==> config.mk <==
export PLATFORM = sky130hd
export DESIGN_NAME = custom_order_sortedness_check_core
export DESIGN_NICKNAME = d
export VERILOG_FILES = /design/src/rtl/cosc_pkg.sv /design/src/rtl/cosc_ram.sv /design/src/rtl/cosc_rank_regs.sv /design/src/rtl/cosc_front.sv /design/src/rtl/cosc_judge.sv /design/src/rtl/custom_order_sortedness_check_core.sv
export VERILOG_INCLUDE_DIRS = /design/src /design/src/rtl
export SDC_FILE = /design/constraint.sdc
export NUM_CORES = 1
export LEC_CHECK = 0
export BUFFER_PORTS_ARGS = -buffer_cell sky130_fd_sc_hd__buf_2
export CORE_MARGIN = 2
export CORE_UTILIZATION = 55
export CTS_BUF_LIST = sky130_fd_sc_hd__clkbuf_2 sky130_fd_sc_hd__clkbuf_4 sky130_fd_sc_hd__clkbuf_8
export CTS_CLUSTER_SIZE = 8
export DETAILED_ROUTE_END_ITERATION = 7
export PLACE_DENSITY = 0.87
export SYNTH_ARGS = -nofsm -noshare
export SYNTH_HDL_FRONTEND = slang
export SYNTH_HIERARCHICAL = 1
export SYNTH_SLANG_ARGS = --single-unit
==> constraint.sdc <==
create_clock -name clk -period 2.7 [get_ports clk]
set_clock_uncertainty 0.05 [all_clocks]
set_input_delay 0.27 -clock clk [delete_from_list [all_inputs] [get_ports clk]]
set_output_delay 0.27 -clock clk [all_outputs]
set_load 0.02 [all_outputs]
==> src/rtl/custom_order_sortedness_check_core_defines.svh <==
// ----------------------------------------------------------------------------
// Sortedness check assertion macros
// Assertion helpers shared by the sortedness check RTL.
// ----------------------------------------------------------------------------
`ifndef CUSTOM_ORDER_SORTEDNESS_CHECK_CORE_DEFINES_SVH
`define CUSTOM_ORDER_SORTEDNESS_CHECK_CORE_DEFINES_SVH

`ifndef SYNTHESIS

// same-cycle implication
`define COSC_ASSERT(label, clk, rst, ante, cons) \
  label: assert property (@(posedge clk) disable iff (rst) (ante) |-> (cons)) \
    else $error("assertion failed");

// next-cycle implication
`define COSC_ASSERT_NEXT(label, clk, rst, ante, cons) \
  label: assert property (@(posedge clk) disable iff (rst) (ante) |=> (cons)) \
    else $error("assertion failed");

`else

`define COSC_ASSERT(label, clk, rst, ante, cons)
`define COSC_ASSERT_NEXT(label, clk, rst, ante, cons)

`endif

`endif

==> src/rtl/cosc_pkg.sv <==
// ----------------------------------------------------------------------------
// Sortedness check package
// Types and constants shared by the sortedness check modules.
// ----------------------------------------------------------------------------
package cosc_pkg;

  localparam int LETTER_W  = 5;
  localparam int RANK_W    = 8;
  localparam int CFG_IDX_W = 2;
  localparam int CFG_W     = 64;
  localparam int REG_COUNT = 4;

  // register indexes
  localparam logic [CFG_IDX_W-1:0] REG_RANK_0_7   = 2'd0;
  localparam logic [CFG_IDX_W-1:0] REG_RANK_8_15  = 2'd1;
  localparam logic [CFG_IDX_W-1:0] REG_RANK_16_23 = 2'd2;
  localparam logic [CFG_IDX_W-1:0] REG_RANK_24_31 = 2'd3;

  // byte k of register i is the rank of letter 8*i+k
  localparam logic [REG_COUNT-1:0][7:0][RANK_W-1:0] RANK_RESET = {
    64'h1F1E1D1C1B1A1918,
    64'h1716151413121110,
    64'h0F0E0D0C0B0A0908,
    64'h0706050403020100
  };

  typedef enum logic [1:0] {
    DEC_UNDECIDED = 2'd0,
    DEC_LESS      = 2'd1,
    DEC_GREATER   = 2'd2
  } dec_t;

  // one letter after the position stage
  typedef struct packed {
    logic              cmp_en;     // previous word has a letter at this place
    logic              end_word;   // word ends here (list end included)
    logic              end_list;
    logic              first;      // letter belongs to the first word
    logic              short_word; // word shorter than the previous one so far
    logic              overflow;   // running truncation flag including this letter
    logic [RANK_W-1:0] rank;
  } item_t;

endpackage

==> src/rtl/cosc_ram.sv <==
// ----------------------------------------------------------------------------
// Generic RAM
// One write port, one read port with registered read data (read-first).
// ----------------------------------------------------------------------------
module cosc_ram #(
  parameter int WIDTH = 8,
  parameter int DEPTH = 32
) (
  input  logic                                     clk,
  input  logic                                     we,
  input  logic [((DEPTH > 1) ? $clog2(DEPTH) : 1)-1:0] waddr,
  input  logic [WIDTH-1:0]                         wdata,
  input  logic                                     re,
  input  logic [((DEPTH > 1) ? $clog2(DEPTH) : 1)-1:0] raddr,
  output logic [WIDTH-1:0]                         rdata
);

  logic [WIDTH-1:0] mem [DEPTH];

  always_ff @(posedge clk) begin
    if (we) begin
      mem[waddr] <= wdata;
    end
    if (re) begin
      rdata <= mem[raddr];
    end
  end

endmodule

==> src/rtl/cosc_rank_regs.sv <==
// ----------------------------------------------------------------------------
// Rank registers
// Holds the alphabet ranking and looks up the rank of one letter.
// ----------------------------------------------------------------------------
module cosc_rank_regs (
  input  logic                          clk,
  input  logic                          rst,
  input  logic                          cfg_we,
  input  logic [cosc_pkg::CFG_IDX_W-1:0] cfg_index,
  input  logic [cosc_pkg::CFG_W-1:0]     cfg_wdata,
  input  logic [cosc_pkg::LETTER_W-1:0]  letter,
  output logic [cosc_pkg::RANK_W-1:0]    rank
);

  logic [cosc_pkg::REG_COUNT-1:0][7:0][cosc_pkg::RANK_W-1:0] slots;

  always_ff @(posedge clk) begin
    if (rst) begin
      slots <= cosc_pkg::RANK_RESET;
    end else if (cfg_we) begin
      case (cfg_index)
        cosc_pkg::REG_RANK_0_7:   slots[0] <= cfg_wdata;
        cosc_pkg::REG_RANK_8_15:  slots[1] <= cfg_wdata;
        cosc_pkg::REG_RANK_16_23: slots[2] <= cfg_wdata;
        cosc_pkg::REG_RANK_24_31: slots[3] <= cfg_wdata;
        default: ;
      endcase
    end
  end

  assign rank = slots[letter[4:3]][letter[2:0]];

endmodule

==> src/rtl/cosc_front.sv <==
// ----------------------------------------------------------------------------
// Position stage
// Tracks letter position, previous length and word flags, and writes the
// current rank into the word buffer.
// ----------------------------------------------------------------------------
module cosc_front #(
  parameter int MAX_WORD_LEN = 32,
  localparam int POS_W  = $clog2(MAX_WORD_LEN + 1),
  localparam int ADDR_W = (MAX_WORD_LEN > 1) ? $clog2(MAX_WORD_LEN) : 1
) (
  input  logic                       clk,
  input  logic                       rst,
  input  logic                       fire,
  input  logic                       end_word,
  input  logic                       end_list,
  input  logic [cosc_pkg::RANK_W-1:0] rank,
  output logic                       buf_we,
  output logic [ADDR_W-1:0]          buf_addr,
  output cosc_pkg::item_t            item
);

  logic [POS_W-1:0] letter_position;
  logic [POS_W-1:0] previous_length;
  logic             first_word;
  logic             overflow;

  logic             pos_ok;
  logic [POS_W-1:0] pos_after;
  logic             ending;

  always_comb begin
    pos_ok    = letter_position < POS_W'(MAX_WORD_LEN);
    pos_after = pos_ok ? letter_position + POS_W'(1) : letter_position;
    ending    = end_word | end_list;

    item.cmp_en     = !first_word && pos_ok && (letter_position < previous_length);
    item.end_word   = ending;
    item.end_list   = end_list;
    item.first      = first_word;
    item.short_word = pos_after < previous_length;
    item.overflow   = overflow | !pos_ok;
    item.rank       = rank;

    buf_we   = fire && pos_ok;
    buf_addr = letter_position[ADDR_W-1:0];
  end

  always_ff @(posedge clk) begin
    if (rst) begin
      letter_position <= '0;
      previous_length <= '0;
      first_word      <= 1'b1;
      overflow        <= 1'b0;
    end else if (fire) begin
      if (end_list) begin
        letter_position <= '0;
        previous_length <= '0;
        first_word      <= 1'b1;
        overflow        <= 1'b0;
      end else if (ending) begin
        letter_position <= '0;
        previous_length <= pos_after;
        first_word      <= 1'b0;
        overflow        <= item.overflow;
      end else begin
        letter_position <= pos_after;
        overflow        <= item.overflow;
      end
    end
  end

endmodule

==> src/rtl/cosc_judge.sv <==
// ----------------------------------------------------------------------------
// Compare stage
// Compares each rank with the buffered previous rank, keeps the word decision
// and the list verdict, and holds the result register.
// ----------------------------------------------------------------------------
module cosc_judge (
  input  logic                        clk,
  input  logic                        rst,
  input  logic                        in_valid,
  output logic                        in_ready,
  input  cosc_pkg::item_t             in_item,
  input  logic [cosc_pkg::RANK_W-1:0] prev_rank,
  output logic                        stage_valid,
  output cosc_pkg::item_t             stage_item,
  output logic                        out_valid,
  input  logic                        out_ready,
  output logic                        out_in_order,
  output logic                        out_too_long
);

  cosc_pkg::dec_t decision;
  cosc_pkg::dec_t decision_now;
  logic           list_ok;
  logic           list_ok_next;
  logic           stage_fire;

  assign stage_fire = stage_valid && (!stage_item.end_list || !out_valid || out_ready);
  assign in_ready   = !stage_valid || stage_fire;

  always_comb begin
    decision_now = decision;
    if (stage_item.cmp_en && decision == cosc_pkg::DEC_UNDECIDED) begin
      if (prev_rank > stage_item.rank) begin
        decision_now = cosc_pkg::DEC_GREATER;
      end else if (prev_rank < stage_item.rank) begin
        decision_now = cosc_pkg::DEC_LESS;
      end
    end

    list_ok_next = list_ok;
    // a word that stops inside the previous one is out of order too
    if (stage_item.end_word && !stage_item.first &&
        (decision_now == cosc_pkg::DEC_GREATER ||
         (decision_now == cosc_pkg::DEC_UNDECIDED && stage_item.short_word))) begin
      list_ok_next = 1'b0;
    end
  end

  always_ff @(posedge clk) begin
    if (rst) begin
      stage_valid <= 1'b0;
    end else if (in_ready) begin
      stage_valid <= in_valid;
    end
  end

  always_ff @(posedge clk) begin
    if (in_ready && in_valid) begin
      stage_item <= in_item;
    end
  end

  always_ff @(posedge clk) begin
    if (rst) begin
      decision <= cosc_pkg::DEC_UNDECIDED;
      list_ok  <= 1'b1;
    end else if (stage_fire) begin
      decision <= stage_item.end_word ? cosc_pkg::DEC_UNDECIDED : decision_now;
      list_ok  <= stage_item.end_list ? 1'b1 : list_ok_next;
    end
  end

  always_ff @(posedge clk) begin
    if (rst) begin
      out_valid <= 1'b0;
    end else if (stage_fire && stage_item.end_list) begin
      out_valid <= 1'b1;
    end else if (out_ready) begin
      out_valid <= 1'b0;
    end
  end

  always_ff @(posedge clk) begin
    if (stage_fire && stage_item.end_list) begin
      out_in_order <= list_ok_next;
      out_too_long <= stage_item.overflow;
    end
  end

endmodule

==> src/rtl/custom_order_sortedness_check_core.sv <==
// ----------------------------------------------------------------------------
// Custom-order sortedness check
// Checks that a streamed list of words is in order under a programmable
// alphabet ranking and reports one verdict per list.
// ----------------------------------------------------------------------------
// Letters stream in one per item, one item per clock unless a stalled output
// holds back a list end. Each letter does a rank lookup and a read and write
// of the word buffer at the accept edge, then one rank compare in the next
// stage; that single buffer access per letter sets the rate. A list's verdict
// is registered in the compare stage and waits in the output register while
// the input keeps flowing. The rank registers must be written only while the
// block is idle (not enforced); no clearing pass is needed after reset.
`include "custom_order_sortedness_check_core_defines.svh"

module custom_order_sortedness_check_core #(
  parameter int MAX_WORD_LEN = 32
) (
  input  logic        clk,
  input  logic        rst,
  // config
  input  logic        cfg_we,
  input  logic [1:0]  cfg_index,
  input  logic [63:0] cfg_wdata,
  // letters
  input  logic        s_axis_tvalid,
  output logic        s_axis_tready,
  input  logic [7:0]  s_axis_tdata,   // [4:0] letter, [7:5] zero
  input  logic        s_axis_tlast,   // last_of_word
  input  logic        s_axis_tuser,   // last_of_list
  // verdicts
  output logic        m_axis_tvalid,
  input  logic        m_axis_tready,
  output logic [7:0]  m_axis_tdata    // [0] in_order, [1] word_too_long, [7:2] zero
);

  localparam int ADDR_W = (MAX_WORD_LEN > 1) ? $clog2(MAX_WORD_LEN) : 1;

  logic                        s_fire;
  logic [cosc_pkg::RANK_W-1:0] rank;
  logic [cosc_pkg::RANK_W-1:0] prev_rank;
  logic                        buf_we;
  logic [ADDR_W-1:0]           buf_addr;
  cosc_pkg::item_t             item;
  logic                        stage_valid;
  cosc_pkg::item_t             stage_item;
  logic                        in_order;
  logic                        too_long;

  assign s_fire = s_axis_tvalid && s_axis_tready;

  cosc_rank_regs u_rank_regs (
    .clk       (clk),
    .rst       (rst),
    .cfg_we    (cfg_we),
    .cfg_index (cfg_index),
    .cfg_wdata (cfg_wdata),
    .letter    (s_axis_tdata[cosc_pkg::LETTER_W-1:0]),
    .rank      (rank)
  );

  cosc_front #(
    .MAX_WORD_LEN (MAX_WORD_LEN)
  ) u_front (
    .clk      (clk),
    .rst      (rst),
    .fire     (s_fire),
    .end_word (s_axis_tlast),
    .end_list (s_axis_tuser),
    .rank     (rank),
    .buf_we   (buf_we),
    .buf_addr (buf_addr),
    .item     (item)
  );

  // read-first: the old rank at this place comes out while the new one goes in
  cosc_ram #(
    .WIDTH (cosc_pkg::RANK_W),
    .DEPTH (MAX_WORD_LEN)
  ) u_word_buf (
    .clk   (clk),
    .we    (buf_we),
    .waddr (buf_addr),
    .wdata (rank),
    .re    (s_fire),
    .raddr (buf_addr),
    .rdata (prev_rank)
  );

  cosc_judge u_judge (
    .clk          (clk),
    .rst          (rst),
    .in_valid     (s_axis_tvalid),
    .in_ready     (s_axis_tready),
    .in_item      (item),
    .prev_rank    (prev_rank),
    .stage_valid  (stage_valid),
    .stage_item   (stage_item),
    .out_valid    (m_axis_tvalid),
    .out_ready    (m_axis_tready),
    .out_in_order (in_order),
    .out_too_long (too_long)
  );

  assign m_axis_tdata = {6'b0, too_long, in_order};

  // a verdict only follows a list end in the compare stage
  `COSC_ASSERT_NEXT(a_result_from_list_end, clk, rst, !(stage_valid && stage_item.end_list) && !(m_axis_tvalid && !m_axis_tready), !m_axis_tvalid)
  // an accepted list end lands in the compare stage
  `COSC_ASSERT_NEXT(a_list_end_staged, clk, rst, s_fire && s_axis_tuser, stage_valid && stage_item.end_list && stage_item.end_word)
  // the first word of a list never compares against the buffer
  `COSC_ASSERT(a_first_word_no_compare, clk, rst, stage_valid && stage_item.first, !stage_item.cmp_en)

endmodule
Word-level counts from Yosys, hierarchy flattened
Memory sizes are Yosys's and may differ from the RTL's. A register that Yosys moved wholly into a read port is not among the register bits.
Cells that the tools add are included.
- register bits: 291
- bits in latches: 0
- RAM bits: 256
- ROM bits: 0
- input port bits: 81
- logic and storage cells: 116
- memories: 1
- memories (memory ; words ; bits a word ; rd ports ; clocked after Yosys merged registers in ; write ports ; RTL line ; text):
    u_word_buf.mem ; 32 ; 8 ; 1 ; 1 ; 1 ; cosc_ram.sv:18 ; logic [WIDTH-1:0] mem [DEPTH];
- add/subtract/negate cells: 1
- multipliers: 0
- divide/modulo/power cells: 0
- order comparisons: 7
- equality and inequality tests: 4
- shift-type cells: 0
- muxes and demuxes: 22
- bitwise gates (word level): 2
- reductions and logical operators: 30
- operator list (kind ; number):
    $bmux W64 S2 ; 1
    $mux W64 ; 1
    $mux W6 ; 5
    $bmux W8 S3 ; 1
    $lt A6 B6 Y1 ; 2
    $logic_and A1 B1 Y1 ; 10
    $reduce_and A2 Y1 ; 5
    $mux W1 ; 9
    $gt A8 B8 Y1 ; 1
    $lt A8 B8 Y1 ; 1
    $mux W2 ; 4
    $mux W8 ; 1
    $add A6 B1 Y6 const B ; 1
    $eq A2 B2 Y1 const B ; 3
    $logic_not A1 Y1 ; 6
    $logic_not A2 Y1 ; 3
    $lt A6 B6 Y1 const B ; 1
    $logic_or A1 B1 Y1 ; 4
    $lt A3 B4 Y1 const B ; 1
    $reduce_bool A2 Y1 ; 2
    $lt A2 B3 Y1 const B ; 1
    $eq A2 B1 Y1 const B ; 1
    $or A1 B1 Y1 ; 2

Depth between registers and ports, before layout
- depth after elaboration: 10
- gate-level depth with buffers: 8
- gate-level depth less buffers: 8

Modules after synthesis
The synthesis kept the hierarchy.
- modules (own cells, without submodules) (module ; times used ; cells each ; area each (µm²) ; seq. area each (µm²)):
    cosc_rank_regs ; 1 ; 1222 ; 10900.5 ; 5124.9
    cosc_ram ; 1 ; 417 ; 10133.5 ; 7927.6
    cosc_front ; 1 ; 119 ; 1022.2 ; 280.3
    cosc_judge ; 1 ; 75 ; 932.1 ; 580.6
    custom_order_sortedness_check_core ; 1 ; 10 ; 70.1 ; 0.0

Least setup slack after synthesis
OpenSTA, ideal clock, no wires.
- kind: register to register
- from: register u_judge.out_valid
- to: memory u_word_buf.mem[0][0], enable pin
- library setup time: 370 ps
- arrival time: 2625 ps
- data required time: 2280 ps
- path slack: -345 ps
- cell stages (with the launch flop): 9
- buffers on the path: 2
- cell sequence: dfxtp_1 > nor2b_1 > nand3_1 > and2_1 > clkbuf_1 > nor2b_1 > or3b_2 > clkbuf_1 > nor2_1
- word-level cells in the longest chain between the ends: 9
- ends and longest elaborated chain (what ; RTL line ; text):
    start: declaration ; cosc_judge.sv:15 ; output logic out_valid,
    start signal: assignment ; cosc_judge.sv:75 ; out_valid <= 1'b0;
    start signal: assignment ; cosc_judge.sv:77 ; out_valid <= 1'b1;
    start signal: assignment ; cosc_judge.sv:79 ; out_valid <= 1'b0;
    $logic_not A1 Y1 ; cosc_judge.sv:27 ; assign stage_fire = stage_valid && (!stage_item.end_list || !out_valid || out_ready);
    $logic_or A1 B1 Y1 (2 in series) ; cosc_judge.sv:27 ;
    $logic_and A1 B1 Y1 ; cosc_judge.sv:27 ;
    $logic_or A1 B1 Y1 ; cosc_judge.sv:28 ; assign in_ready = !stage_valid || stage_fire;
    named net s_axis_tready ; custom_order_sortedness_check_core.sv:26 ; output logic s_axis_tready,
    $logic_and A1 B1 Y1 ; custom_order_sortedness_check_core.sv:49 ; assign s_fire = s_axis_tvalid && s_axis_tready;
    named net s_fire ; custom_order_sortedness_check_core.sv:38 ; logic s_fire;
    $logic_and A1 B1 Y1 ; cosc_front.sv:44 ; buf_we = fire && pos_ok;
    named net buf_we ; custom_order_sortedness_check_core.sv:41 ; logic buf_we;
    $mux W1 ; cosc_ram.sv:21 ; if (we) begin
    $mux W1 (not written as such) ; cosc_ram.sv:22 ; mem[waddr] <= wdata;
    end: declaration ; cosc_ram.sv:18 ;
The timed path passes the listed nets, and every way through them passes these cells.

Worst setup path after layout
- from: register u_judge.out_valid
- to: memory u_word_buf.mem[29][7], enable pin
- word-level cells in the longest chain between the ends: 9
- ends and longest elaborated chain (what ; RTL line):
    $logic_not A1 Y1 ; cosc_judge.sv:27
    $logic_or A1 B1 Y1 (2 in series) ; cosc_judge.sv:27
    $logic_and A1 B1 Y1 ; cosc_judge.sv:27
    $logic_or A1 B1 Y1 ; cosc_judge.sv:28
    $logic_and A1 B1 Y1 ; custom_order_sortedness_check_core.sv:49
    named net s_fire ; custom_order_sortedness_check_core.sv:38
    $logic_and A1 B1 Y1 ; cosc_front.sv:44
    named net buf_we ; custom_order_sortedness_check_core.sv:41
    $mux W1 ; cosc_ram.sv:21
    $mux W1 (not written as such) ; cosc_ram.sv:22
The timed path passes the listed nets, and every way through them passes these cells.

==> out/metrics.cfg <==
[clock_network]
clock_latency_ns = 0.65
cts_buffers = 85
cts.sinks = 555
cts_max_level = 3
postCtsResizedCells = 0
cts_tree = done
root_buffer = clkbuf_8
post_cts_buffers = 0
cts_hold_buf = 69
clock_path_buffers = 3
clk_pin_slew_ns = 0.06

[power_and_ir_drop]
p_per_area_nw_per_um2 = 653
p_sw_share_pct = 22.7
vdd_drop_max_uv = 455
p_sw_mw = 3.93
total_power_mw = 17.3
p_int_mw = 13.4
leakagePower_nw = 9.22
seqPwrFrac_pct = 53.3
pwr-share-clk_pct = 39.2
p_comb_share_pct = 7.5

[synthesis]
ys_seq_area_share_pct = 60.3
synth.avg_cell_area_sq_um = 12.5
synth_top_area_cell = edfxtp_1
synth_top_cell_area_share_pct = 36.5
ys_warn_count = 6
synth_area_sq_um = 23100
yosysMostFrequentCell = nand2_1
synth_ff_type = edfxtp_1
synth_cell_types = 52
synth.area.top_cells = edfxtp_1 36%, dfxtp_1 24%, mux4_2 16%
synth_edf_count = 280
synth_seq_cells = 555
syn_inst = 1843
synthArstFlopShare_pct = 0
synth_common_cells = 518 x nand2_1, 280 x edfxtp_1, 275 x dfxtp_1, 192 x a21oi_1, 160 x mux4_2

[layout]
final_cell_count_no_fill = 2594
synthToLayoutAreaGrowth_pct = 15.0
final_nets = 2095
multiInputGateArea_sq_um = 8440
nFillCells = 2803
design_area_sq_um = 26500
register_area_sq_um = 13900
drive_gt1_share_pct = 23.7

[placement]
place_congestion = 0.847
place_area_sq_um = 24200
port_buffers = 81
dp.cells = 2378
dp.final_hpwl_mm = 33.8

[flow_run]
cap_violations = 0

[floorplanning]
die_h_um = 209
num_rows = 75
dieWidth_um = 209
dieArea_sq_um = 43600
initial_utilization_pct = 55.3
coreArea_sq_um = 41700
ios = 91

[detailed_routing]
drtIter0Drc = 1866
drc = 0
wl_mm = 55.4
post_drt_via_cell_ratio = 6.05
postRouteAntennaNets = 0
avgRoutedWirePerCell_um = 21.4
routed-via-count = 15700
firstDrtPassIters = 6

[grt]
grt_overflow_total = 0
grt_start_max_net_pins = 97
grt_use_total_pct = 25.7
grt_pass1_vias = 16300
grt_pass1_wl_mm = 87.8
antenna_found_initial = 5

[critical_path]
crit_arrival_ns = 2.80
crit_family = simple AND/OR/NAND/NOR gates
slowest_stage = nor2_1
cp.required_ns = 2.89
path_max_fanout = 8
crit_path_end_kind = flip-flop
cp_slowest_stage_delay_ns = 0.77
worst_setup_path_start_kind = flip-flop
worstPathCellList = nor2b_1 -> nand3_2 -> and2_4 -> nor2b_2 -> nand3b_1 -> nor2_1
cp_num_buf_inv = 0
crit_type = flip-flop to flip-flop

[timing]
min_period_ns = 2.61
slew_viol_final = 0
finalCritPeriodShare_pct = 96.7
fin_tns_setup_ns = 0
max_freq_mhz = 383
rsz0062_at_grt = no
hold_ws_ns = 0.0231
tightest_slew_ns = 0.832
hold_viol = 0
setup_violations = 0
slew_headroom_pct = 44.4

[hold_path]
hp-class = primary input to flip-flop

[status]
status = finished clean

-- routing by layer --
layer | wire, um | up-vias | track usage [%]
li1 | - | 6914 | -
met1 | 20700 | 7700 | 32.2
met2 | 28200 | 885 | 44.0
met3 | 4510 | 185 | 4.85
met4 | 2000 | 2 | 10.8
met5 | 12 | - | 0
-- worst paths after layout --
check                                                startpoint                                 endpoint  slack [ns]  depth (start not counted)
worst max-delay path             u_judge/out_valid$_SDFFE_PP0P_          u_word_buf/mem[29][7]$_DFFE_PP_        0.09                          6
worst min register to register  u_judge/stage_item[8]$_DFFE_PP_           u_judge/out_too_long$_DFFE_PP_        0.38                          0
worst max register to register   u_judge/out_valid$_SDFFE_PP0P_          u_word_buf/mem[29][7]$_DFFE_PP_        0.09                          6
worst min-delay path                                        rst  u_front/previous_length[3]$_SDFFE_PP0P_        0.02                          2
-- cell usage in the layout, fill, tap and decap left out, types with 3 or more instances in the layout --
master         Yosys  routed
nand3b_1          87      87
o21ai_0            6       6
buf_4             36      44
a31oi_1            3       3
nand2b_1           8       8
a211oi_1           3       3
clkinv_1           0       3
mux4_2           160     160
edfxtp_1         280     280
inv_1             20      20
conb_1             1       6
dfxtp_1          275     273
a22oi_1            4       4
buf_2              8      79
buf_12             0      17
clkbuf_4           0      45
nand2_1          518     518
nor2_1            46      38
ha_1              19      19
nand3_1            9       7
mux2_2            17      17
a21oi_1          192     192
nor2_4             0       8
clkbuf_8           0      92
dlygate4sd3_1      0      69
diode_2            0       4
or3b_2             4       4
-- layout make-up --
cell class	instances	area share, %
flip-flops and latches	555	52.5
multi-input cells	1123	31.8
diodes	4	0.0377
inverters	20	0.283
clock buffers	137	6.05
repair buffers	210	6.67
clock inverters	6	0.118
well taps	539	2.54
-- flip-flops by register name, indices dropped and copies added (netlist names), 2 cells and up --
register                 cells
u_judge/stage_item          14
u_word_buf/mem             256
u_word_buf/rdata             8
u_rank_regs/slots          256
u_front/letter_position      6
u_judge/decision             2
u_front/previous_length      6
-- worst register-to-register path, cell delays in order, from the launching register on --
cell	delay, ns
dfxtp_1	0.31
nor2b_1	0.18
nand3_2	0.10
and2_4	0.14
nor2b_2	0.25
nand3b_1	0.40
nor2_1	0.78
-- stage by stage --
step | setup slack (ns) | util (%)
after floorplan | 0.0898 | -
after global placement | 0.0627 | 58.1
after detailed placement | 0.00984 | 58.1
after CTS | 0.120 | 63.6
after global routing | 0.00482 | 63.7
final | 0.0883 | 63.7
-- power groups by stage --
stage	Combinational [mW]	Sequential [mW]	Clock [mW]
detailed placement	1.19	9.40	0
floorplan	0.816	9.36	0
CTS	1.28	9.23	6.85
global placement	1.12	9.39	0
global route	1.41	9.24	7.22
finish	1.30	9.23	6.79
-- kinds of logic after synthesis --
family | share of synthesized area [%]
other | 0.0163
xor gates and xnor gates | 0.217
adders and majority gates | 1.03
buffers and inverters | 3.49
DFF | 60.3
AOI/OAI and AO/OA | 5.18
and+or+nand+nor | 13.3
muxes | 16.5
No activity file was read; power rests on OpenSTA's default activity.
